File: src/rtl/escaped_frame_varint_deframer_top_defines.svh
// Assertion macros for the deframer RTL (used by efvd_back).
`ifndef ESCAPED_FRAME_VARINT_DEFRAMER_TOP_DEFINES_SVH
`define ESCAPED_FRAME_VARINT_DEFRAMER_TOP_DEFINES_SVH

`ifndef SYNTH
// Clocked check, off while reset is asserted.
`define EFVD_ASSERT(lbl, prop) \
  lbl: assert property (@(posedge clk_i) disable iff (!rst_ni) (prop)) \
    else $error("assertion failed");
// Clocked implication, off while reset is asserted.
`define EFVD_ASSERT_IMP(lbl, pre, post) \
  `EFVD_ASSERT(lbl, (pre) |-> (post))
`else
`define EFVD_ASSERT(lbl, prop)
`define EFVD_ASSERT_IMP(lbl, pre, post)
`endif

`endif

File: src/rtl/efvd_pkg.sv
package efvd_pkg;

  localparam logic [7:0] StartByte  = 8'd250;
  localparam logic [7:0] EscByte    = 8'd249;
  localparam logic [7:0] EscCodeStart = 8'd0;
  localparam logic [7:0] EscCodeEsc   = 8'd1;
  localparam logic [7:0] ChanNone   = 8'd0;
  localparam logic [7:0] ChanRawA   = 8'd96;
  localparam logic [7:0] ChanRawB   = 8'd97;
  localparam logic [7:0] ChanRawC   = 8'd98;

  localparam int unsigned MaxWords = 1024;
  localparam int unsigned PosW     = 11;
  localparam logic [PosW-1:0] MaxPos = PosW'(MaxWords);

  localparam int unsigned QDepth = 2;
  localparam int unsigned QPtrW  = $clog2(QDepth);
  localparam int unsigned QCntW  = $clog2(QDepth + 1);

  typedef enum logic {
    OP_DATA  = 1'b0,
    OP_BOUND = 1'b1
  } op_kind_e;

  typedef enum logic [1:0] {
    KIND_WORD = 2'd0,
    KIND_RAW  = 2'd1,
    KIND_END  = 2'd2
  } kind_e;

  typedef struct packed {
    op_kind_e   op;
    logic [7:0] data;
  } op_t;

  typedef struct packed {
    kind_e            kind;
    logic [7:0]       chan;
    logic [31:0]      value;
    logic [PosW-1:0]  pos;
    logic             over;
  } res_t;

endpackage

File: src/rtl/efvd_front.sv
module efvd_front (
  input  logic            clk_i,
  input  logic            rst_ni,
  input  logic            in_valid_i,
  output logic            in_stall_o,
  input  logic [7:0]      byte_in_i,
  input  logic            q_full_i,
  output logic            push_o,
  output efvd_pkg::op_t   op_o
);
  import efvd_pkg::*;

  logic esc_q, esc_d;
  logic accept;

  assign in_stall_o = q_full_i;
  assign accept     = in_valid_i && !q_full_i;

  always_comb begin
    esc_d     = esc_q;
    push_o    = 1'b0;
    op_o.op   = OP_DATA;
    op_o.data = byte_in_i;
    if (accept) begin
      if (byte_in_i == StartByte) begin
        // boundary keeps any pending escape
        push_o  = 1'b1;
        op_o.op = OP_BOUND;
      end else if (byte_in_i == EscByte) begin
        esc_d = 1'b1;
      end else if (esc_q) begin
        esc_d = 1'b0;
        if (byte_in_i == EscCodeStart) begin
          push_o    = 1'b1;
          op_o.data = StartByte;
        end else if (byte_in_i == EscCodeEsc) begin
          push_o    = 1'b1;
          op_o.data = EscByte;
        end
      end else begin
        push_o = 1'b1;
      end
    end
  end

  always_ff @(posedge clk_i or negedge rst_ni) begin
    if (!rst_ni) begin
      esc_q <= 1'b0;
    end else begin
      esc_q <= esc_d;
    end
  end

endmodule

File: src/rtl/efvd_fifo.sv
module efvd_fifo (
  input  logic           clk_i,
  input  logic           rst_ni,
  input  logic           push_i,
  input  efvd_pkg::op_t  push_op_i,
  output logic           full_o,
  input  logic           pop_i,
  output logic           valid_o,
  output efvd_pkg::op_t  head_o
);
  import efvd_pkg::*;

  op_t                mem_q [QDepth];
  logic [QPtrW-1:0]   wr_q, wr_d, rd_q, rd_d;
  logic [QCntW-1:0]   cnt_q, cnt_d;
  logic               do_pop;

  assign full_o  = (cnt_q == QCntW'(QDepth));
  assign valid_o = (cnt_q != '0);
  assign head_o  = mem_q[rd_q];
  assign do_pop  = pop_i && valid_o;

  always_comb begin
    wr_d  = wr_q;
    rd_d  = rd_q;
    cnt_d = cnt_q;
    if (push_i) begin
      wr_d = (wr_q == QPtrW'(QDepth - 1)) ? '0 : wr_q + 1'b1;
    end
    if (do_pop) begin
      rd_d = (rd_q == QPtrW'(QDepth - 1)) ? '0 : rd_q + 1'b1;
    end
    case ({push_i, do_pop})
      2'b10:   cnt_d = cnt_q + 1'b1;
      2'b01:   cnt_d = cnt_q - 1'b1;
      default: cnt_d = cnt_q;
    endcase
  end

  always_ff @(posedge clk_i) begin
    if (push_i) begin
      mem_q[wr_q] <= push_op_i;
    end
  end

  always_ff @(posedge clk_i or negedge rst_ni) begin
    if (!rst_ni) begin
      wr_q  <= '0;
      rd_q  <= '0;
      cnt_q <= '0;
    end else begin
      wr_q  <= wr_d;
      rd_q  <= rd_d;
      cnt_q <= cnt_d;
    end
  end

endmodule

File: src/rtl/efvd_back.sv
`include "escaped_frame_varint_deframer_top_defines.svh"

module efvd_back (
  input  logic            clk_i,
  input  logic            rst_ni,
  input  logic            q_valid_i,
  input  efvd_pkg::op_t   head_i,
  output logic            pop_o,
  output logic            out_valid_o,
  input  logic            out_stall_i,
  output efvd_pkg::res_t  res_o
);
  import efvd_pkg::*;

  logic            await_q, await_d;
  logic [7:0]      chan_q, chan_d;
  logic [31:0]     acc_q, acc_d;
  logic [31:0]     acc_new;
  logic [PosW-1:0] cnt_q, cnt_d;
  logic            ovf_q, ovf_d;
  logic            out_valid_q, out_valid_d;
  res_t            res_q, res;
  logic            emit;
  logic            ready;
  logic            special;

  assign ready   = !out_valid_q || !out_stall_i;
  assign pop_o   = ready && q_valid_i;
  assign special = (chan_q == ChanRawA) || (chan_q == ChanRawB) || (chan_q == ChanRawC);
  assign acc_new = {acc_q[24:0], head_i.data[6:0]};

  always_comb begin
    await_d   = await_q;
    chan_d    = chan_q;
    acc_d     = acc_q;
    cnt_d     = cnt_q;
    ovf_d     = ovf_q;
    emit      = 1'b0;
    res.kind  = KIND_WORD;
    res.chan  = chan_q;
    res.value = '0;
    res.pos   = '0;
    res.over  = 1'b0;
    if (pop_o) begin
      unique case (head_i.op)
        OP_BOUND: begin
          if (!await_q && chan_q != ChanNone) begin
            emit     = 1'b1;
            res.kind = KIND_END;
            res.pos  = cnt_q;
            res.over = ovf_q;
          end
          await_d = 1'b1;
          acc_d   = '0;
          cnt_d   = '0;
          ovf_d   = 1'b0;
        end
        OP_DATA: begin
          if (await_q) begin
            chan_d  = head_i.data;
            await_d = 1'b0;
          end else if (special) begin
            emit      = 1'b1;
            res.kind  = KIND_RAW;
            res.value = {24'd0, head_i.data};
          end else if (head_i.data[7]) begin
            acc_d = acc_new;
          end else begin
            emit      = 1'b1;
            res.value = acc_new;
            res.pos   = cnt_q;
            res.over  = (cnt_q >= MaxPos);
            if (cnt_q >= MaxPos) begin
              ovf_d = 1'b1;
            end else begin
              cnt_d = cnt_q + 1'b1;
            end
            acc_d = '0;
          end
        end
        default: ;
      endcase
    end
    out_valid_d = ready ? emit : out_valid_q;
  end

  always_ff @(posedge clk_i or negedge rst_ni) begin
    if (!rst_ni) begin
      await_q     <= 1'b0;
      chan_q      <= '0;
      acc_q       <= '0;
      cnt_q       <= '0;
      ovf_q       <= 1'b0;
      out_valid_q <= 1'b0;
    end else begin
      await_q     <= await_d;
      chan_q      <= chan_d;
      acc_q       <= acc_d;
      cnt_q       <= cnt_d;
      ovf_q       <= ovf_d;
      out_valid_q <= out_valid_d;
    end
  end

  always_ff @(posedge clk_i) begin
    if (ready && emit) begin
      res_q <= res;
    end
  end

  assign out_valid_o = out_valid_q;
  assign res_o       = res_q;

  `EFVD_ASSERT(a_cnt_sat, cnt_q <= MaxPos)
  `EFVD_ASSERT_IMP(a_over_pos, out_valid_q && res_q.kind == KIND_WORD && res_q.over, res_q.pos == MaxPos)
  `EFVD_ASSERT_IMP(a_raw_fields, out_valid_q && res_q.kind == KIND_RAW, res_q.value[31:8] == '0 && res_q.pos == '0 && !res_q.over)
  `EFVD_ASSERT_IMP(a_bound_clear, pop_o && head_i.op == OP_BOUND, ##1 (await_q && cnt_q == '0 && !ovf_q && acc_q == '0))

endmodule

File: src/rtl/escaped_frame_varint_deframer_top.sv
// Escaped-frame varint deframer.
// Input channel: one raw log byte per transfer (byte_in_i), accepted at a
// rising edge with in_valid_i high and in_stall_o low. Byte 250 opens a new
// frame, byte 249 escapes the next byte; the first decoded byte of a frame is
// its channel id. Channels 96..98 pass bytes out raw, all others build 32-bit
// words from big-endian 7-bit groups.
// Output channel: one result per transfer (kind_o, channel_o, value_o,
// word_position_o, over_limit_o), taken at an edge with out_valid_o high and
// out_stall_i low. Kind 0 is a data word, kind 1 a raw byte, kind 2 frame end.
// Path: a byte that gives a result is written by the front decode into the op
// queue at its transfer edge, and the back update later registers its result
// in the output register.
// Throughput: one byte per cycle unless the output stalls; set by back update.
// Reset: rst_ni low clears escape, channel, word state, the op queue and the
// output valid; bytes before any frame start run on channel 0.
// Stall: while the receiver stalls a valid result, the output register holds it,
// the back side stops popping, and the two-entry op queue fills; in_stall_o rises
// once the queue is full, so no byte is lost.
module escaped_frame_varint_deframer_top (
  input  logic                      clk_i,
  input  logic                      rst_ni,
  input  logic                      in_valid_i,
  output logic                      in_stall_o,
  input  logic [7:0]                byte_in_i,
  output logic                      out_valid_o,
  input  logic                      out_stall_i,
  output logic [1:0]                kind_o,
  output logic [7:0]                channel_o,
  output logic [31:0]               value_o,
  output logic [efvd_pkg::PosW-1:0] word_position_o,
  output logic                      over_limit_o
);
  import efvd_pkg::*;

  logic push, q_full, q_valid, pop;
  op_t  push_op, head;
  res_t res;

  // classify bytes and strip escapes
  efvd_front u_front (
    .clk_i      (clk_i),
    .rst_ni     (rst_ni),
    .in_valid_i (in_valid_i),
    .in_stall_o (in_stall_o),
    .byte_in_i  (byte_in_i),
    .q_full_i   (q_full),
    .push_o     (push),
    .op_o       (push_op)
  );

  // decouple front from back
  efvd_fifo u_fifo (
    .clk_i     (clk_i),
    .rst_ni    (rst_ni),
    .push_i    (push),
    .push_op_i (push_op),
    .full_o    (q_full),
    .pop_i     (pop),
    .valid_o   (q_valid),
    .head_o    (head)
  );

  // frame, channel and word state; output register
  efvd_back u_back (
    .clk_i       (clk_i),
    .rst_ni      (rst_ni),
    .q_valid_i   (q_valid),
    .head_i      (head),
    .pop_o       (pop),
    .out_valid_o (out_valid_o),
    .out_stall_i (out_stall_i),
    .res_o       (res)
  );

  assign kind_o          = res.kind;
  assign channel_o       = res.chan;
  assign value_o         = res.value;
  assign word_position_o = res.pos;
  assign over_limit_o    = res.over;

endmodule
File: config.mk
export PLATFORM = sky130hd
export DESIGN_NAME = escaped_frame_varint_deframer_top
export DESIGN_NICKNAME = d
export VERILOG_FILES = /design/src/rtl/efvd_pkg.sv /design/src/rtl/efvd_front.sv /design/src/rtl/efvd_fifo.sv /design/src/rtl/efvd_back.sv /design/src/rtl/escaped_frame_varint_deframer_top.sv
export VERILOG_INCLUDE_DIRS = /design/src /design/src/rtl
export SDC_FILE = /design/constraint.sdc
export NUM_CORES = 1
export LEC_CHECK = 0
export BUFFER_PORTS_ARGS = -buffer_cell sky130_fd_sc_hd__buf_4
export CAP_MARGIN = 0
export CORE_MARGIN = 1
export CORE_UTILIZATION = 55
export CTS_CLUSTER_SIZE = 16
export DETAILED_ROUTE_END_ITERATION = 6
export GPL_TIMING_DRIVEN = 0
export PLACE_DENSITY = 0.77
export SLEW_MARGIN = 10
export SYNTH_ARGS = -nofsm -noshare
export SYNTH_HDL_FRONTEND = slang
export SYNTH_SLANG_ARGS = --single-unit
File: constraint.sdc
create_clock -name clk_i -period 11.4 [get_ports clk_i]
set_clock_uncertainty 0.15 [all_clocks]
set_input_delay 2.28 -clock clk_i [delete_from_list [all_inputs] [get_ports clk_i]]
set_output_delay 2.28 -clock clk_i [all_outputs]
set_load 0.05 [all_outputs]
Word-level counts from Yosys, hierarchy flattened:

Memory sizes are Yosys's and may differ from the RTL's.
Cells that the tools add are included.
Widths: inputs -> output; s select.

* register bits after elaboration: 106
* memory bits (writable): 18
* output and inout port bits: 56
* memories kept: 1

* add/subtract/negate cells: 5
* magnitude comparators: 1
* eq/ne operators: 14
* mux-type cells: 50
* bitwise logic cells: 3
* reduce and logical (&&, ||, !) cells: 23

Memories
* u_fifo.mem_q: depth 2, bits a word 9, rd ports 1, clocked after Yosys merged registers in 0, wr ports 1, line efvd_fifo.sv:13 `op_t mem_q [QDepth];`

Operators with widths (count)
* $mux 25: 3
* $pmux 25 s2: 1
* $mux 8: 6
* $mux 11: 4
* $mux 12: 3
* $eq 8x7->1 const B: 3
* $pmux 12 s2: 1
* $mux 1: 22
* $pmux 11 s2: 1
* $mux 20: 1
* $eq 8x8->1 const B: 2
* $add 11x1->11 const B: 1
* $ge 11x11->1 const B: 1
* $reduce_and 5->1: 2
* $mux 9: 1
* $eq 8x1->1 const B: 1
* $logic_not 8->1: 1
* $ne 2x2->1 const B: 4
* $pmux 2 s2: 2
* $reduce_bool 8->1: 1
* $pmux 1 s2: 3
* $reduce_and 3->1: 2
* $logic_and 1x1->1: 5
* $reduce_or 5->1: 1
* 13 further kinds: 24

Depth between registers and ports, before layout:

* word-level depth: 9
* depth in mapped cells: 8

By module:

Synthesis repeated with hierarchy kept, for this count alone.

* cells, all modules: 349
* area, all modules: 5117.4 um^2

By module, submodules not included
* efvd_back: instances 1, cells each 274, area an instance 4047.6 um^2, sequential area each 2797.7 um^2
* efvd_fifo: instances 1, cells each 45, area an instance 847.1 um^2, sequential area each 640.6 um^2
* efvd_front: instances 1, cells each 30, area an instance 222.7 um^2, sequential area each 25.0 um^2

Least setup slack after synthesis:

OpenSTA, ideal clock, no wires.

* kind: input-to-reg
* start point: input out_stall_i
* end point: register u_back.res_q (netlist bit u_back.res_o[0]), enable pin
* arrival: 6745 ps
* required time: 10701 ps
* setup slack: 3955 ps
* stages on the path: 4
* buffers on the path: 0
* path through: o2bb2ai_2 -> inv_1 -> nand2_1 -> a211oi_1

* word-level cells in the longest chain between the ends: 5

Ends and longest elaborated chain
* from (decl): line escaped_frame_varint_deframer_top.sv:26 `input logic out_stall_i,`
* $logic_not 1->1: line efvd_back.sv:27 `assign ready = !out_valid_q || !out_stall_i;`
* $logic_or 1x1->1: line efvd_back.sv:27
* $logic_and 1x1->1: line efvd_back.sv:28 `assign pop_o = ready && q_valid_i;`
* named net pop: line escaped_frame_varint_deframer_top.sv:35 `logic push, q_full, q_valid, pop;`
* $mux 1: line efvd_back.sv:44 `if (pop_o) begin`
* $logic_and 1x1->1: line efvd_back.sv:106 `if (ready && emit) begin`
* to (signal assigned): line efvd_back.sv:107 `res_q <= res;`
* to (decl): line efvd_back.sv:22 `res_t res_q, res;`

The timed path passes the listed nets, and every way through them passes these cells.
A chain may end at the register's enable or synchronous reset.

Worst setup path after layout:

* start point: input byte_in_i[4]
* end point: memory u_fifo.mem_q[0][5] (netlist name), enable pin

* word-level cells in the longest chain between the ends: 9
* elaborated cells between the ends (all ways): 12

Ends and longest elaborated chain
* from (decl): line escaped_frame_varint_deframer_top.sv:24 `input logic [7:0] byte_in_i,`
* $eq 8x1->1: line efvd_front.sv:36 `end else if (byte_in_i == EscCodeEsc) begin`
* $mux 1: line efvd_front.sv:36
* $mux 1: line efvd_front.sv:33 `if (byte_in_i == EscCodeStart) begin`
* $mux 1: line efvd_front.sv:31 `end else if (esc_q) begin`
* $mux 1: line efvd_front.sv:29 `end else if (byte_in_i == EscByte) begin`
* $mux 1 (*): line efvd_front.sv:25 `if (byte_in_i == StartByte) begin`
* $mux 1 (*): line efvd_front.sv:24 `if (accept) begin`
* $mux 1 (*): line efvd_fifo.sv:41 `if (push_i) begin`
* $mux 1 (not written as such) (*): line efvd_fifo.sv:42 `mem_q[wr_q] <= push_op_i;`
* to (decl): line efvd_fifo.sv:13

Every way passes the cells marked *; elsewhere a longest branch is shown, timed or not.

==> flow_summary.json <==
{
  "hp-class": "reg2reg",
  "path_cells": "buf_4, or4_1, o41ai_1, a21oi_1, nor2_1",
  "peakVddDrop_v": 0.000181,
  "clock-sinks": 124,
  "grt.total_usage_pct": 22.4,
  "critical_path.top_delay_family": "simple AND/OR/NAND/NOR gates",
  "setup_viol": 0,
  "fin_crit_sh_pct": 35.5,
  "leakage_nw": 2.59,
  "min_path_cells": 2,
  "setup_tns_ns": 0,
  "cp_num_cells": 5,
  "grt_pass1_wl_mm": 16.3,
  "synth_warnings": 0,
  "syn_inst": 412,
  "slew_violations": 0,
  "worstSetupPathType": "in2reg",
  "timing.reg2reg.setup_slack_ns": 8.52,
  "netlist_area_um2": 5080,
  "vias": 3541,
  "clk-insertion-delay-late_ns": 0.51,
  "grt_max_degree": 53,
  "post-cts-setup-buffer-count": 0,
  "met1_length_mm": 4.20,
  "initial_utilization_pct": 57.5,
  "max_freq_mhz": 247,
  "layout.nets": 515,
  "diodes": 0,
  "ff2ff_path_depth": 5,
  "multi_input_area_um2": 1520,
  "ys_seq_area_share_pct": 68.1,
  "p_total_mw": 1.97,
  "dr_wl_met2_mm": 4.93,
  "tritoncts": "done",
  "min_period_ns": 4.05,
  "slew_headroom_pct": 35.3,
  "first_iter_violations": 233,
  "cp_data_arrival_time_ns": 4.04,
  "cts_buffers": 17,
  "endpoint_kind": "flip-flop",
  "rsz0062_at_grt": "false",
  "core_um2": 8850,
  "ctsHoldBuffers": 0,
  "vias_per_cell": 5.69,
  "synth-edff-count": 72,
  "start_kind": "input port",
  "overflow": 0,
  "h-tree-depth": 4,
  "required_ns": 11.39,
  "synth-main-ff-cell": "edfxtp_1",
  "top_layer": "met4",
  "cts-root-buf": "clkbuf_8",
  "clockBufferDepth": 2,
  "crit_slowest_cell": "nor2_1",
  "seqCellArea_um2": 3460,
  "rr_startpoint": "u_back.chan_q[4]$_DFFE_PN0P_",
  "min_from": "u_back.acc_q[24]$_DFFE_PN0P_",
  "rows": 34,
  "maxCapViolCount": 0,
  "dp.cells": 590,
  "ys_types": 48,
  "gp_congestion": 0.859,
  "dp_hpwl_mm": 6.67,
  "synthArstFlopShare_pct": 41.9,
  "dr_wl_met3_um": 529,
  "path_buf_inv": 1,
  "fin_area_um2": 6370,
  "cts_resized": 0,
  "drive_above_1_share_pct": 25.1,
  "synth.avg_cell_area_um2": 12.3,
  "die_height_um": 98.1,
  "finish.utilization_pct": 72.0,
  "cp_max_fo": 9,
  "drcViolationCount": 6,
  "powerDensity_nw_per_um2": 310,
  "post_drt_wl_per_cell_um": 16.0,
  "final_cells": 622,
  "synth-seq-cells": 124,
  "cp_slowest_stage_delay_ns": 0.62,
  "placed_area_um2": 5780,
  "tightest_slew_ns": 0.967,
  "chipWidth_um": 98.1,
  "portBuffers": 67,
  "clkTransAtPathRegs_ns": 0.06,
  "grt_pass1_vias": 3415,
  "synth_fp_nets": 426,
  "dr.pass1.iters": 7,
  "hold_violations": 0,
  "holdPathEnd": "u_back.acc_q[24]$_DFFE_PN0P_",
  "ant_nets": 0,
  "synthToLayoutAreaGrowth_pct": 25.3,
  "die-area_um2": 9630,
  "drt_wl_total_mm": 9.93,
  "grt_antenna_before_repair": 0,
  "status": "complete, but fails checks",
  "ios": 68,
  "violations": "design-rule violations",
  "fillers": 593,
  "r2r-end": "u_back.res_o[44]$_DFFE_PP_"
}
## power breakdown
part	switching (mW)	internal (mW)	total [mW]	leakage (nW)
combinational	0.536	0.210	0.746	0.944
clock	0.194	0.329	0.523	0.276
sequential	0.0704	0.634	0.705	1.37
## worst register-to-register path: stages (launching register included)
cell	delay (ns)
dfrtp_1	0.41
nor4_2	0.52
nand3_1	0.32
a211oi_4	0.73
buf_8	0.26
buf_8	0.20
## flip-flops by register name, indices dropped and copies added, names as in the netlist
name,flops
u_back.res_o,54
u_back.acc_q,25
u_fifo.mem_q,18
u_back.cnt_q,11
u_back.chan_q,8
u_fifo.cnt_q,2
u_back.await_q,1
u_back.out_valid_o,1
u_back.ovf_q,1
u_fifo.rd_q,1
u_fifo.wr_q,1
u_front.esc_q,1
## logic make-up (layout without fill, tap and decap cells)
family / count (synthesis) / after routing / synth area share (%)
fa+ha+maj: 2 / 2 / 0.492
flops: 124 / 124 / 68.1
xor+xnor: 5 / 5 / 0.861
buf+inv: 23 / 125 / 2.14
mux: 10 / 10 / 2.24
simple gates: 172 / 172 / 16.2
compound gates: 76 / 76 / 9.89
## per-layer routing
| metal | vias up | GRT usage, % |
|---|---|---|
| li1 | 1659 | - |
| met1 | 1712 | 27.8 |
| met2 | 139 | 37.5 |
| met3 | 31 | 5.30 |
| met4 | 0 | 10.4 |
| met5 | - | 0 |
## Yosys cell counts, types with 5 or more instances
| master | number | share of area [%] |
|---|---|---|
| a21oi_1 | 11 | 1.1 |
| and2_1 | 37 | 4.6 |
| buf_2 | 9 | 0.89 |
| clkbuf_1 | 8 | 0.59 |
| dfrtp_1 | 52 | 26 |
| edfxtp_1 | 72 | 43 |
| mux2i_1 | 8 | 1.6 |
| nand2_1 | 71 | 5.2 |
| nand3_1 | 8 | 0.79 |
| nor2_1 | 30 | 2.2 |
| o21ai_0 | 29 | 2.9 |
| o31ai_1 | 10 | 1.5 |
| or2_2 | 5 | 0.62 |
## cell type report
cell class	count	share of cell area, %
flip-flops and latches	124	54.4
repair buffers	70	8.55
multi-input cells	265	23.9
clock buffers	20	7.15
clock inverters	12	2.16
inverters	4	0.236
plain buffers	19	1.47
well taps	108	2.12
## cells in the final DEF, fill, tap and decap left out, types with 3 or more instances in the layout
cell type / n
xnor2_1: 4
or2_2: 5
mux2i_1: 8
and2_1: 37
or4_1: 4
o31ai_1: 10
nand2_1: 71
clkbuf_16: 16
nor2_1: 30
nand3_1: 8
nor3_1: 3
buf_4: 68
a31o_2: 4
o21ai_0: 29
buf_2: 9
clkbuf_1: 8
nor2b_1: 3
dfrtp_1: 52
clkinv_4: 3
clkbuf_8: 4
edfxtp_1: 72
a21oi_1: 11
inv_1: 4
clkinvlp_4: 5
## worst max path at each step
stage / startpoint / slack [ns] / to
floorplan: out_stall_i / 3.96 / u_back.res_o[0]$_SDFFCE_PN0P_
global placement: out_stall_i / 2.32 / u_back.res_o[29]$_SDFFCE_PP0P_
detailed placement: byte_in_i[4] / 6.82 / u_fifo.mem_q[1][4]$_DFFE_PP_
CTS: byte_in_i[4] / 7.34 / u_fifo.mem_q[1][6]$_DFFE_PP_
global route: byte_in_i[4] / 7.24 / u_fifo.mem_q[1][6]$_DFFE_PP_
finish: byte_in_i[4] / 7.35 / u_fifo.mem_q[0][5]$_DFFE_PP_
## metrics by stage
stage	setup WS (ns)	hold slack, ns
after floorplan	3.96	0.292
after global placement	2.32	0.303
after detailed placement	6.82	0.313
after CTS	7.34	0.327
after global routing	7.24	0.351
final	7.35	0.321
No activity file was read; power rests on OpenSTA's default activity.
